### src/hw/rtl/ultrasonic_range_controller_unit_macros.svh
// ----------------------------------------------------------------------------
// ultrasonic range controller assertion macros
// shared property wrappers, clocked on clk_i and quiet while in reset
// ----------------------------------------------------------------------------
`ifndef ULTRASONIC_RANGE_CONTROLLER_UNIT_MACROS_SVH
`define ULTRASONIC_RANGE_CONTROLLER_UNIT_MACROS_SVH

// property must hold at every edge out of reset
`define URC_ASSERT(lbl, prop, msg) \
  lbl: assert property (@(posedge clk_i) disable iff (!rst_ni) (prop)) else $error(msg);

// expression must never be true out of reset
`define URC_ASSERT_NEVER(lbl, expr, msg) \
  lbl: assert property (@(posedge clk_i) disable iff (!rst_ni) !(expr)) else $error(msg);

`endif

### src/hw/rtl/urc_pkg.sv
// ----------------------------------------------------------------------------
// urc_pkg
// types and constants of the ultrasonic range controller
// ----------------------------------------------------------------------------
package urc_pkg;

  localparam int unsigned EchoUsBits = 16;
  localparam int unsigned CmDivisor  = 58;
  localparam int unsigned QueueDepth = 2;

  // configuration register indexes
  localparam logic [2:0] CFG_CYCLES_PER_US = 3'd0;
  localparam logic [2:0] CFG_SETTLE_US     = 3'd1;
  localparam logic [2:0] CFG_TRIGGER_US    = 3'd2;
  localparam logic [2:0] CFG_GAP_US        = 3'd3;

  // external phase codes
  localparam logic [2:0] PH_SETTLE  = 3'd0;
  localparam logic [2:0] PH_TRIGGER = 3'd1;
  localparam logic [2:0] PH_WAIT    = 3'd2;
  localparam logic [2:0] PH_MEASURE = 3'd3;
  localparam logic [2:0] PH_GAP     = 3'd4;

  typedef enum logic [4:0] {
    ST_SETTLE  = 5'b00001,
    ST_TRIGGER = 5'b00010,
    ST_WAIT    = 5'b00100,
    ST_MEASURE = 5'b01000,
    ST_GAP     = 5'b10000
  } phase_e;

  typedef struct packed {
    logic [9:0]  cycles_per_us;
    logic [7:0]  settle_us;
    logic [7:0]  trigger_us;
    logic [19:0] gap_us;
  } cfg_t;

  // head of the sample queue as seen by the back end
  typedef struct packed {
    logic valid;
    logic echo;
  } q_head_t;

endpackage

### src/hw/rtl/urc_front.sv
// ----------------------------------------------------------------------------
// urc_front
// accepts echo samples and holds them in a short queue for the sequencer
// ----------------------------------------------------------------------------
module urc_front
  import urc_pkg::*;
(
  input  logic    clk_i,
  input  logic    rst_ni,
  input  logic    in_valid_i,
  output logic    in_stall_o,
  input  logic    echo_i,
  output q_head_t head_o,
  input  logic    pop_i
);

  localparam int unsigned PtrW = (QueueDepth > 1) ? $clog2(QueueDepth) : 1;
  localparam int unsigned CntW = $clog2(QueueDepth + 1);

  logic [QueueDepth-1:0] mem_q;
  logic [PtrW-1:0]       wr_ptr_q, wr_ptr_d;
  logic [PtrW-1:0]       rd_ptr_q, rd_ptr_d;
  logic [CntW-1:0]       count_q, count_d;
  logic                  push;

  assign in_stall_o = (count_q == CntW'(QueueDepth));
  assign push       = in_valid_i && !in_stall_o;

  assign head_o.valid = (count_q != '0);
  assign head_o.echo  = mem_q[rd_ptr_q];

  always_comb begin
    wr_ptr_d = wr_ptr_q;
    rd_ptr_d = rd_ptr_q;
    count_d  = count_q;
    if (push) begin
      wr_ptr_d = (wr_ptr_q == PtrW'(QueueDepth - 1)) ? '0 : wr_ptr_q + PtrW'(1);
    end
    if (pop_i) begin
      rd_ptr_d = (rd_ptr_q == PtrW'(QueueDepth - 1)) ? '0 : rd_ptr_q + PtrW'(1);
    end
    priority if (push && !pop_i) begin
      count_d = count_q + CntW'(1);
    end else if (pop_i && !push) begin
      count_d = count_q - CntW'(1);
    end
  end

  always_ff @(posedge clk_i or negedge rst_ni) begin
    if (!rst_ni) begin
      wr_ptr_q <= '0;
      rd_ptr_q <= '0;
      count_q  <= '0;
    end else begin
      wr_ptr_q <= wr_ptr_d;
      rd_ptr_q <= rd_ptr_d;
      count_q  <= count_d;
    end
  end

  always_ff @(posedge clk_i) begin
    if (push) begin
      mem_q[wr_ptr_q] <= echo_i;
    end
  end

endmodule

### src/hw/rtl/urc_back.sv
// ----------------------------------------------------------------------------
// urc_back
// phase sequencer, microsecond prescaler, echo timer and result register
// ----------------------------------------------------------------------------
module urc_back
  import urc_pkg::*;
(
  input  logic        clk_i,
  input  logic        rst_ni,
  input  cfg_t        cfg_i,
  input  q_head_t     head_i,
  output logic        pop_o,
  output logic        out_valid_o,
  input  logic        out_stall_i,
  output logic        trigger_o,
  output logic        distance_valid_o,
  output logic [10:0] range_cm_o,
  output logic [2:0]  phase_o
);

  // floor(x / 58) as a multiply by a rounded-up reciprocal, exact for all counts
  localparam int unsigned DivShift = EchoUsBits + 6;
  localparam longint unsigned DivMulL =
    ((64'd1 << DivShift) + 64'(CmDivisor) - 64'd1) / 64'(CmDivisor);
  localparam int unsigned ProdW = 2 * EchoUsBits + 1;
  localparam int unsigned QuotW = ProdW - DivShift;
  localparam logic [EchoUsBits:0] DivMul = DivMulL[EchoUsBits:0];

  phase_e                phase_q, phase_d;
  logic [9:0]            presc_q, presc_d;
  logic [19:0]           us_cnt_q, us_cnt_d;
  logic [EchoUsBits-1:0] echo_cnt_q, echo_cnt_d;
  logic [10:0]           dist_q, dist_d;

  logic                  out_valid_q;
  logic                  trig_q, dval_q;
  logic [2:0]            ph_out_q;

  logic                  step;
  logic [9:0]            lim;
  logic                  tick;
  logic [9:0]            presc_inc;
  logic [19:0]           us_inc;
  logic [19:0]           target;
  logic                  timed_done;
  logic [ProdW-1:0]      prod;
  logic [QuotW-1:0]      quot;
  logic [10:0]           quot_sat;
  logic                  valid_now;
  logic [2:0]            ph_code;

  assign step  = head_i.valid && (!out_valid_q || !out_stall_i);
  assign pop_o = step;

  // microsecond tick, a zero setting counts as one
  assign lim       = (cfg_i.cycles_per_us == '0) ? 10'd1 : cfg_i.cycles_per_us;
  assign tick      = ({1'b0, presc_q} + 11'd1) >= {1'b0, lim};
  assign presc_inc = tick ? 10'd0 : presc_q + 10'd1;

  assign us_inc = (tick && us_cnt_q != 20'hFFFFF) ? us_cnt_q + 20'd1 : us_cnt_q;

  always_comb begin
    unique case (phase_q)
      ST_SETTLE:  target = {12'd0, cfg_i.settle_us};
      ST_TRIGGER: target = {12'd0, cfg_i.trigger_us};
      default:    target = cfg_i.gap_us;
    endcase
  end
  assign timed_done = (us_inc >= target);

  assign prod     = ProdW'(echo_cnt_q) * ProdW'(DivMul);
  assign quot     = prod[ProdW-1:DivShift];
  assign quot_sat = (quot > QuotW'(2047)) ? 11'h7FF : 11'(quot);

  always_comb begin
    phase_d    = phase_q;
    presc_d    = presc_q;
    us_cnt_d   = us_cnt_q;
    echo_cnt_d = echo_cnt_q;
    dist_d     = dist_q;
    valid_now  = 1'b0;
    ph_code    = PH_SETTLE;
    unique case (phase_q)
      ST_SETTLE, ST_TRIGGER, ST_GAP: begin
        ph_code = (phase_q == ST_SETTLE)  ? PH_SETTLE :
                  (phase_q == ST_TRIGGER) ? PH_TRIGGER : PH_GAP;
        if (timed_done) begin
          phase_d  = (phase_q == ST_SETTLE)  ? ST_TRIGGER :
                     (phase_q == ST_TRIGGER) ? ST_WAIT : ST_SETTLE;
          presc_d  = '0;
          us_cnt_d = '0;
        end else begin
          presc_d  = presc_inc;
          us_cnt_d = us_inc;
        end
      end
      ST_WAIT: begin
        ph_code = PH_WAIT;
        if (head_i.echo) begin
          phase_d    = ST_MEASURE;
          presc_d    = '0;
          us_cnt_d   = '0;
          echo_cnt_d = '0;
        end
      end
      ST_MEASURE: begin
        ph_code = PH_MEASURE;
        if (head_i.echo) begin
          presc_d = presc_inc;
          if (tick && echo_cnt_q != '1) begin
            echo_cnt_d = echo_cnt_q + EchoUsBits'(1);
          end
        end else begin
          dist_d    = quot_sat;
          valid_now = 1'b1;
          phase_d   = ST_GAP;
          presc_d   = '0;
          us_cnt_d  = '0;
        end
      end
      default: begin
        phase_d    = ST_SETTLE;
        presc_d    = '0;
        us_cnt_d   = '0;
        echo_cnt_d = '0;
      end
    endcase
  end

  always_ff @(posedge clk_i or negedge rst_ni) begin
    if (!rst_ni) begin
      phase_q     <= ST_SETTLE;
      presc_q     <= '0;
      us_cnt_q    <= '0;
      echo_cnt_q  <= '0;
      dist_q      <= '0;
      out_valid_q <= 1'b0;
    end else begin
      if (step) begin
        phase_q    <= phase_d;
        presc_q    <= presc_d;
        us_cnt_q   <= us_cnt_d;
        echo_cnt_q <= echo_cnt_d;
        dist_q     <= dist_d;
      end
      out_valid_q <= step || (out_valid_q && out_stall_i);
    end
  end

  always_ff @(posedge clk_i) begin
    if (step) begin
      trig_q   <= (phase_q == ST_TRIGGER);
      dval_q   <= valid_now;
      ph_out_q <= ph_code;
    end
  end

  assign out_valid_o      = out_valid_q;
  assign trigger_o        = trig_q;
  assign distance_valid_o = dval_q;
  assign range_cm_o       = dist_q;
  assign phase_o          = ph_out_q;

endmodule

### src/hw/rtl/ultrasonic_range_controller_unit.sv
// ----------------------------------------------------------------------------
// ultrasonic_range_controller_unit
// echo timer for an ultrasonic ranging sensor: trigger drive and distance
// ----------------------------------------------------------------------------
// channel  direction  handshake                payload
// in       input      in_valid_i / in_stall_o  echo_i
// out      output     out_valid_o/out_stall_i  trigger_o, distance_valid_o,
//                                              range_cm_o, phase_o
// cfg      input      cfg_valid_i/cfg_ready_o  cfg_index_i, cfg_data_i
//
// one echo sample in, one result out per clock unless the output stalls; a
// result is offered once its sample has passed the queue entry and then the
// sequencer step into the output register.
// reset clears queue, sequencer, counters and loads the register defaults.
// an output stall holds the result; the queue takes samples until it is full and
// then stalls the input, which resumes once the sequencer pops the queue again.
// ----------------------------------------------------------------------------
`include "ultrasonic_range_controller_unit_macros.svh"

module ultrasonic_range_controller_unit
  import urc_pkg::*;
(
  input  logic        clk_i,
  input  logic        rst_ni,
  input  logic        in_valid_i,
  output logic        in_stall_o,
  input  logic        echo_i,
  output logic        out_valid_o,
  input  logic        out_stall_i,
  output logic        trigger_o,
  output logic        distance_valid_o,
  output logic [10:0] range_cm_o,
  output logic [2:0]  phase_o,
  input  logic        cfg_valid_i,
  output logic        cfg_ready_o,
  input  logic [2:0]  cfg_index_i,
  input  logic [19:0] cfg_data_i
);

  cfg_t    cfg_q;
  q_head_t head;
  logic    pop;

  assign cfg_ready_o = 1'b1;

  always_ff @(posedge clk_i or negedge rst_ni) begin
    if (!rst_ni) begin
      cfg_q.cycles_per_us <= 10'd64;
      cfg_q.settle_us     <= 8'd2;
      cfg_q.trigger_us    <= 8'd10;
      cfg_q.gap_us        <= 20'd100000;
    end else if (cfg_valid_i && cfg_ready_o) begin
      unique case (cfg_index_i)
        CFG_CYCLES_PER_US: cfg_q.cycles_per_us <= cfg_data_i[9:0];
        CFG_SETTLE_US:     cfg_q.settle_us     <= cfg_data_i[7:0];
        CFG_TRIGGER_US:    cfg_q.trigger_us    <= cfg_data_i[7:0];
        CFG_GAP_US:        cfg_q.gap_us        <= cfg_data_i;
        default:           ;
      endcase
    end
  end

  urc_front u_front (
    .clk_i      (clk_i),
    .rst_ni     (rst_ni),
    .in_valid_i (in_valid_i),
    .in_stall_o (in_stall_o),
    .echo_i     (echo_i),
    .head_o     (head),
    .pop_i      (pop)
  );

  urc_back u_back (
    .clk_i            (clk_i),
    .rst_ni           (rst_ni),
    .cfg_i            (cfg_q),
    .head_i           (head),
    .pop_o            (pop),
    .out_valid_o      (out_valid_o),
    .out_stall_i      (out_stall_i),
    .trigger_o        (trigger_o),
    .distance_valid_o (distance_valid_o),
    .range_cm_o       (range_cm_o),
    .phase_o          (phase_o)
  );

  `URC_ASSERT(a_dval_phase, out_valid_o && distance_valid_o |-> phase_o == PH_MEASURE, "bad flag")
  `URC_ASSERT(a_trig_phase, out_valid_o |-> trigger_o == (phase_o == PH_TRIGGER), "bad trigger")
  `URC_ASSERT_NEVER(a_pop_empty, pop && !head.valid, "sequencer stepped on an empty queue")
  `URC_ASSERT(a_hold, out_valid_o && out_stall_i |=> out_valid_o && $stable(phase_o), "lost item")

endmodule

### config.mk
export PLATFORM = sky130hd
export DESIGN_NAME = ultrasonic_range_controller_unit
export DESIGN_NICKNAME = d
export VERILOG_FILES = /design/src/hw/rtl/urc_pkg.sv /design/src/hw/rtl/urc_front.sv /design/src/hw/rtl/urc_back.sv /design/src/hw/rtl/ultrasonic_range_controller_unit.sv
export VERILOG_INCLUDE_DIRS = /design/src /design/src/hw/rtl
export SDC_FILE = /design/constraint.sdc
export NUM_CORES = 1
export LEC_CHECK = 0
export ABC_AREA = 1
export BUFFER_PORTS_ARGS = -buffer_cell sky130_fd_sc_hd__buf_2
export CAP_MARGIN = 20
export CORE_AREA = 2 2 143 145
export DETAILED_ROUTE_END_ITERATION = 10
export DIE_AREA = 0 0 145 147
export GPL_ROUTABILITY_DRIVEN = 0
export HOLD_SLACK_MARGIN = 0.05
export PLACE_DENSITY = 0.77
export REMOVE_ABC_BUFFERS = 1
export SYNTH_ARGS = -nofsm -noshare
export SYNTH_HDL_FRONTEND = slang
export SYNTH_SLANG_ARGS = --single-unit
### constraint.sdc
create_clock -name clk_i -period 5.45 [get_ports clk_i]
set_input_delay 1.09 -clock clk_i [delete_from_list [all_inputs] [get_ports clk_i]]
set_output_delay 1.09 -clock clk_i [all_outputs]
set_load 0.05 [all_outputs]
==> flow_metrics.tcl <==
set metrics [dict create \
    final_cells 1820 \
    finalSetupTns_ns 0 \
    netlist_top_cells_area "dfrtp_1 (22%), ha_1 (16%), fa_1 (15%), nand2_1 (12%), inv_1 (9.5%)" \
    wl_microns 27000 \
    dp_slack_ns 0.145 \
    cts_sinks 120 \
    via_per_inst 5.31 \
    synth-seq-cells 120 \
    syn_inst 1485 \
    post-route-util_pct 64.8 \
    hold_viol 0 \
    die_x_microns 145 \
    p_int_mw 2.15 \
    finalSetupViolations 0 \
    post-route-cell-area_sq_um 12900 \
    die_height_microns 147 \
    port-buffer-count 46 \
    max_slew.worst_pin.slew_ns 0.957 \
    critPathRequiredTime_ns 5.81 \
    cts.clk_slew.worst_paths_ns 0.06 \
    finalPower_mw 3.71 \
    reg2regPathDepth 20 \
    reg2reg_from "u_back.echo_cnt_q[11]" \
    dpl.hpwl_microns 21200 \
    firstDrtPassIters 5 \
    crit_slowest_cell "fa_1" \
    crit_end "u_back.range_cm_o[8]" \
    antenna_found_initial 0 \
    cpPeakStageDelay_ns 0.55 \
    cap_viol_max_count 0 \
    crit_family "adder cells" \
    cts.htree.levels 4 \
    fmax_mhz 191 \
    pwr-share-seq_pct 32.5 \
    synth.distinct_cells 39 \
    holdWs_ns 0.481 \
    critPathLaunchType "flip-flop" \
    clockBufferDepth 2 \
    crit_start "u_back.echo_cnt_q[11]" \
    synth_top_area_share_pct 21.8 \
    dr_total_vias 9665 \
    track_usage_pct 26.6 \
    hp-class "flip-flop to flip-flop" \
    end_kind "flip-flop" \
    layout_commonest_cell "nand2_1" \
    rows 52 \
    placed_area_sq_um 12200 \
    drtAntennaViolNets 0 \
    slew_headroom_pct 36.0 \
    synth-warning-count 0 \
    cts_setup_buffers 0 \
    cellPowerDensity_nw_per_um2 288 \
    grt_pass1_vias 9646 \
    power.switching_mw 1.56 \
    cp.arrival_ns 5.60 \
    ir_drop_mv 0.362 \
    swShare_pct 42.0 \
    reg2reg_to "u_back.range_cm_o[8]" \
    cp_cell_sequence "fa_1, inv_1, fa_1, inv_1, fa_1, fa_1, fa_1, inv_1, fa_1, inv_1, ha_1, nand2_1, a21oi_1, o21ai_0, nand3_2, a21oi_2, nand2_1, nand2_1, nand3_1, nand2_1" \
    grt_overflow 0 \
    cts_root_buffer "clkbuf_16" \
    ioPinCount 48 \
    synth_top_area_cell "dfrtp_1" \
    drc 0 \
    timing.final.crit_period_ns 5.25 \
    min-delay-start "u_back.range_cm_o[2]" \
    crit_path_max_fanout 9 \
    placedCellCount 1787 \
    skew_ns 0.0122 \
    cp_num_cells 20 \
    avgSynthCellArea_sq_um 7.88 \
    status "completed" \
    cp.buffers_inverters 4 \
    grt_pass1_wl_microns 46200 \
    grt_max_degree 40 \
    core_sq_um 19800 \
    die-area_sq_um 21300 \
    finalCritPeriodShare_pct 96.2 \
    wire_per_inst_microns 14.8 \
    ys_seq_area_share_pct 26.1 \
    diodes 0 \
    crit_top_cell "fa_1" \
    p_leak_nw 7.40 \
    start_util_pct 59.0 \
    setup_ws_ns 0.205 \
    cts_tree "done" \
    crit_type "flip-flop to flip-flop" \
    syn_area_sq_um 11700 \
    p_comb_share_pct 37.6 \
    clk_latency_ns 0.43 \
    slew_viol_final 0 \
    numCtsBuffers 17 \
    drt_iter0_drc 672 \
    drive_gt1_share_pct 9.35 \
    finalNetCount 1802 \
    layout_common_cells "nand2_1 (372), inv_1 (297), ha_1 (150)" \
    r2r_setup_slack_ns 0.20 \
    syn_to_final_growth_pct 9.87 \
    clkPwrFrac_pct 29.9 \
]
[worst reg2reg max path: cells and delay by family (launching register included)]
family          cells  cell delay, ns
fa+ha+maj           7            3.41
compound gates      3            0.45
buf+inv             4            0.22
flops               1            0.50
simple gates        6            0.61
[timing repair]
action,in CTS,in global routing
setup endpoints to repair,0,8
gates resized for setup,0,12
hold buffers,0,0
[how the worst min path moves through the flow]
stage | endpoint | cells after the start
after floorplan | cfg_q[37] | 2
after global placement | u_back.range_cm_o[0] | 2
after detailed placement | u_back.range_cm_o[2] | 2
after CTS | u_back.range_cm_o[2] | 2
after global routing | cfg_q[28] | 2
final | u_back.range_cm_o[2] | 2
[logic make-up after synthesis]
family	Yosys count	synth area share [%]
compound gates	152	7.20
simple gates	594	21.1
buf+inv	332	10.9
mux	10	0.962
other cells	1	0.0320
flops	120	26.1
fa+ha+maj	236	30.7
xor+xnor	40	2.99
[area by class of cell]
class	count	area, sq um
clock buffer	19	464
clock inverter	13	106
fill	1632	6980
inverter	306	1150
multi-input combinational	1033	7410
sequential	120	3060
tap	270	338
timing repair buffer	59	338
[state kept, by name, indices dropped and copies added (netlist names)]
register	cells
u_back.distance_valid_o	1
u_back.range_cm_o	11
u_back.presc_q	10
cfg_q	46
u_back.out_valid_o	1
u_front.mem_q	2
u_back.echo_cnt_q	16
u_back.trigger_o	1
u_back.phase_q	5
u_front.rd_ptr_q	1
u_front.wr_ptr_q	1
u_back.us_cnt_q	20
u_back.phase_o	3
u_front.count_q	2
[power by group through the flow]
stage	Sequential [mW]	Clock, mW	Combinational, mW
2_1_floorplan	1.24	0	0.969
3_3_place_gp	1.21	0	1.34
3_5_place_dp	1.22	0	1.38
4_1_cts	1.21	1.11	1.39
5_1_grt	1.23	1.15	1.59
6_report	1.21	1.11	1.39
[synthesized netlist by cell type, drive strengths merged]
library cell  instances
a22o                  7
ha                  150
o21a                  3
inv                 306
mux2                 10
a21oi                53
dfrtp               102
o21bai                7
xor2                 33
a211oi                1
and3                  1
dfstp                11
nand2               375
and2                  2
nand3                95
buf                  13
nor2                 82
conb                  1
nand4                 9
edfxtp                7
o21ai                74
clkbuf               13
nand3b                5
a21o                  5
nor3                 20
xnor2                 7
fa                   86
a31oi                 1
a31o                  1
nor4                  5
[per-layer routing]
metal	part of all wire [%]	GRT usage, %	up-vias
li1	-	-	4770
met1	46	36.3	4585
met2	48	45.1	268
met3	4.4	3.91	42
met4	1.6	6.53	0
met5	0	0	-
Note: power is estimated with default switching activity, not from simulation.
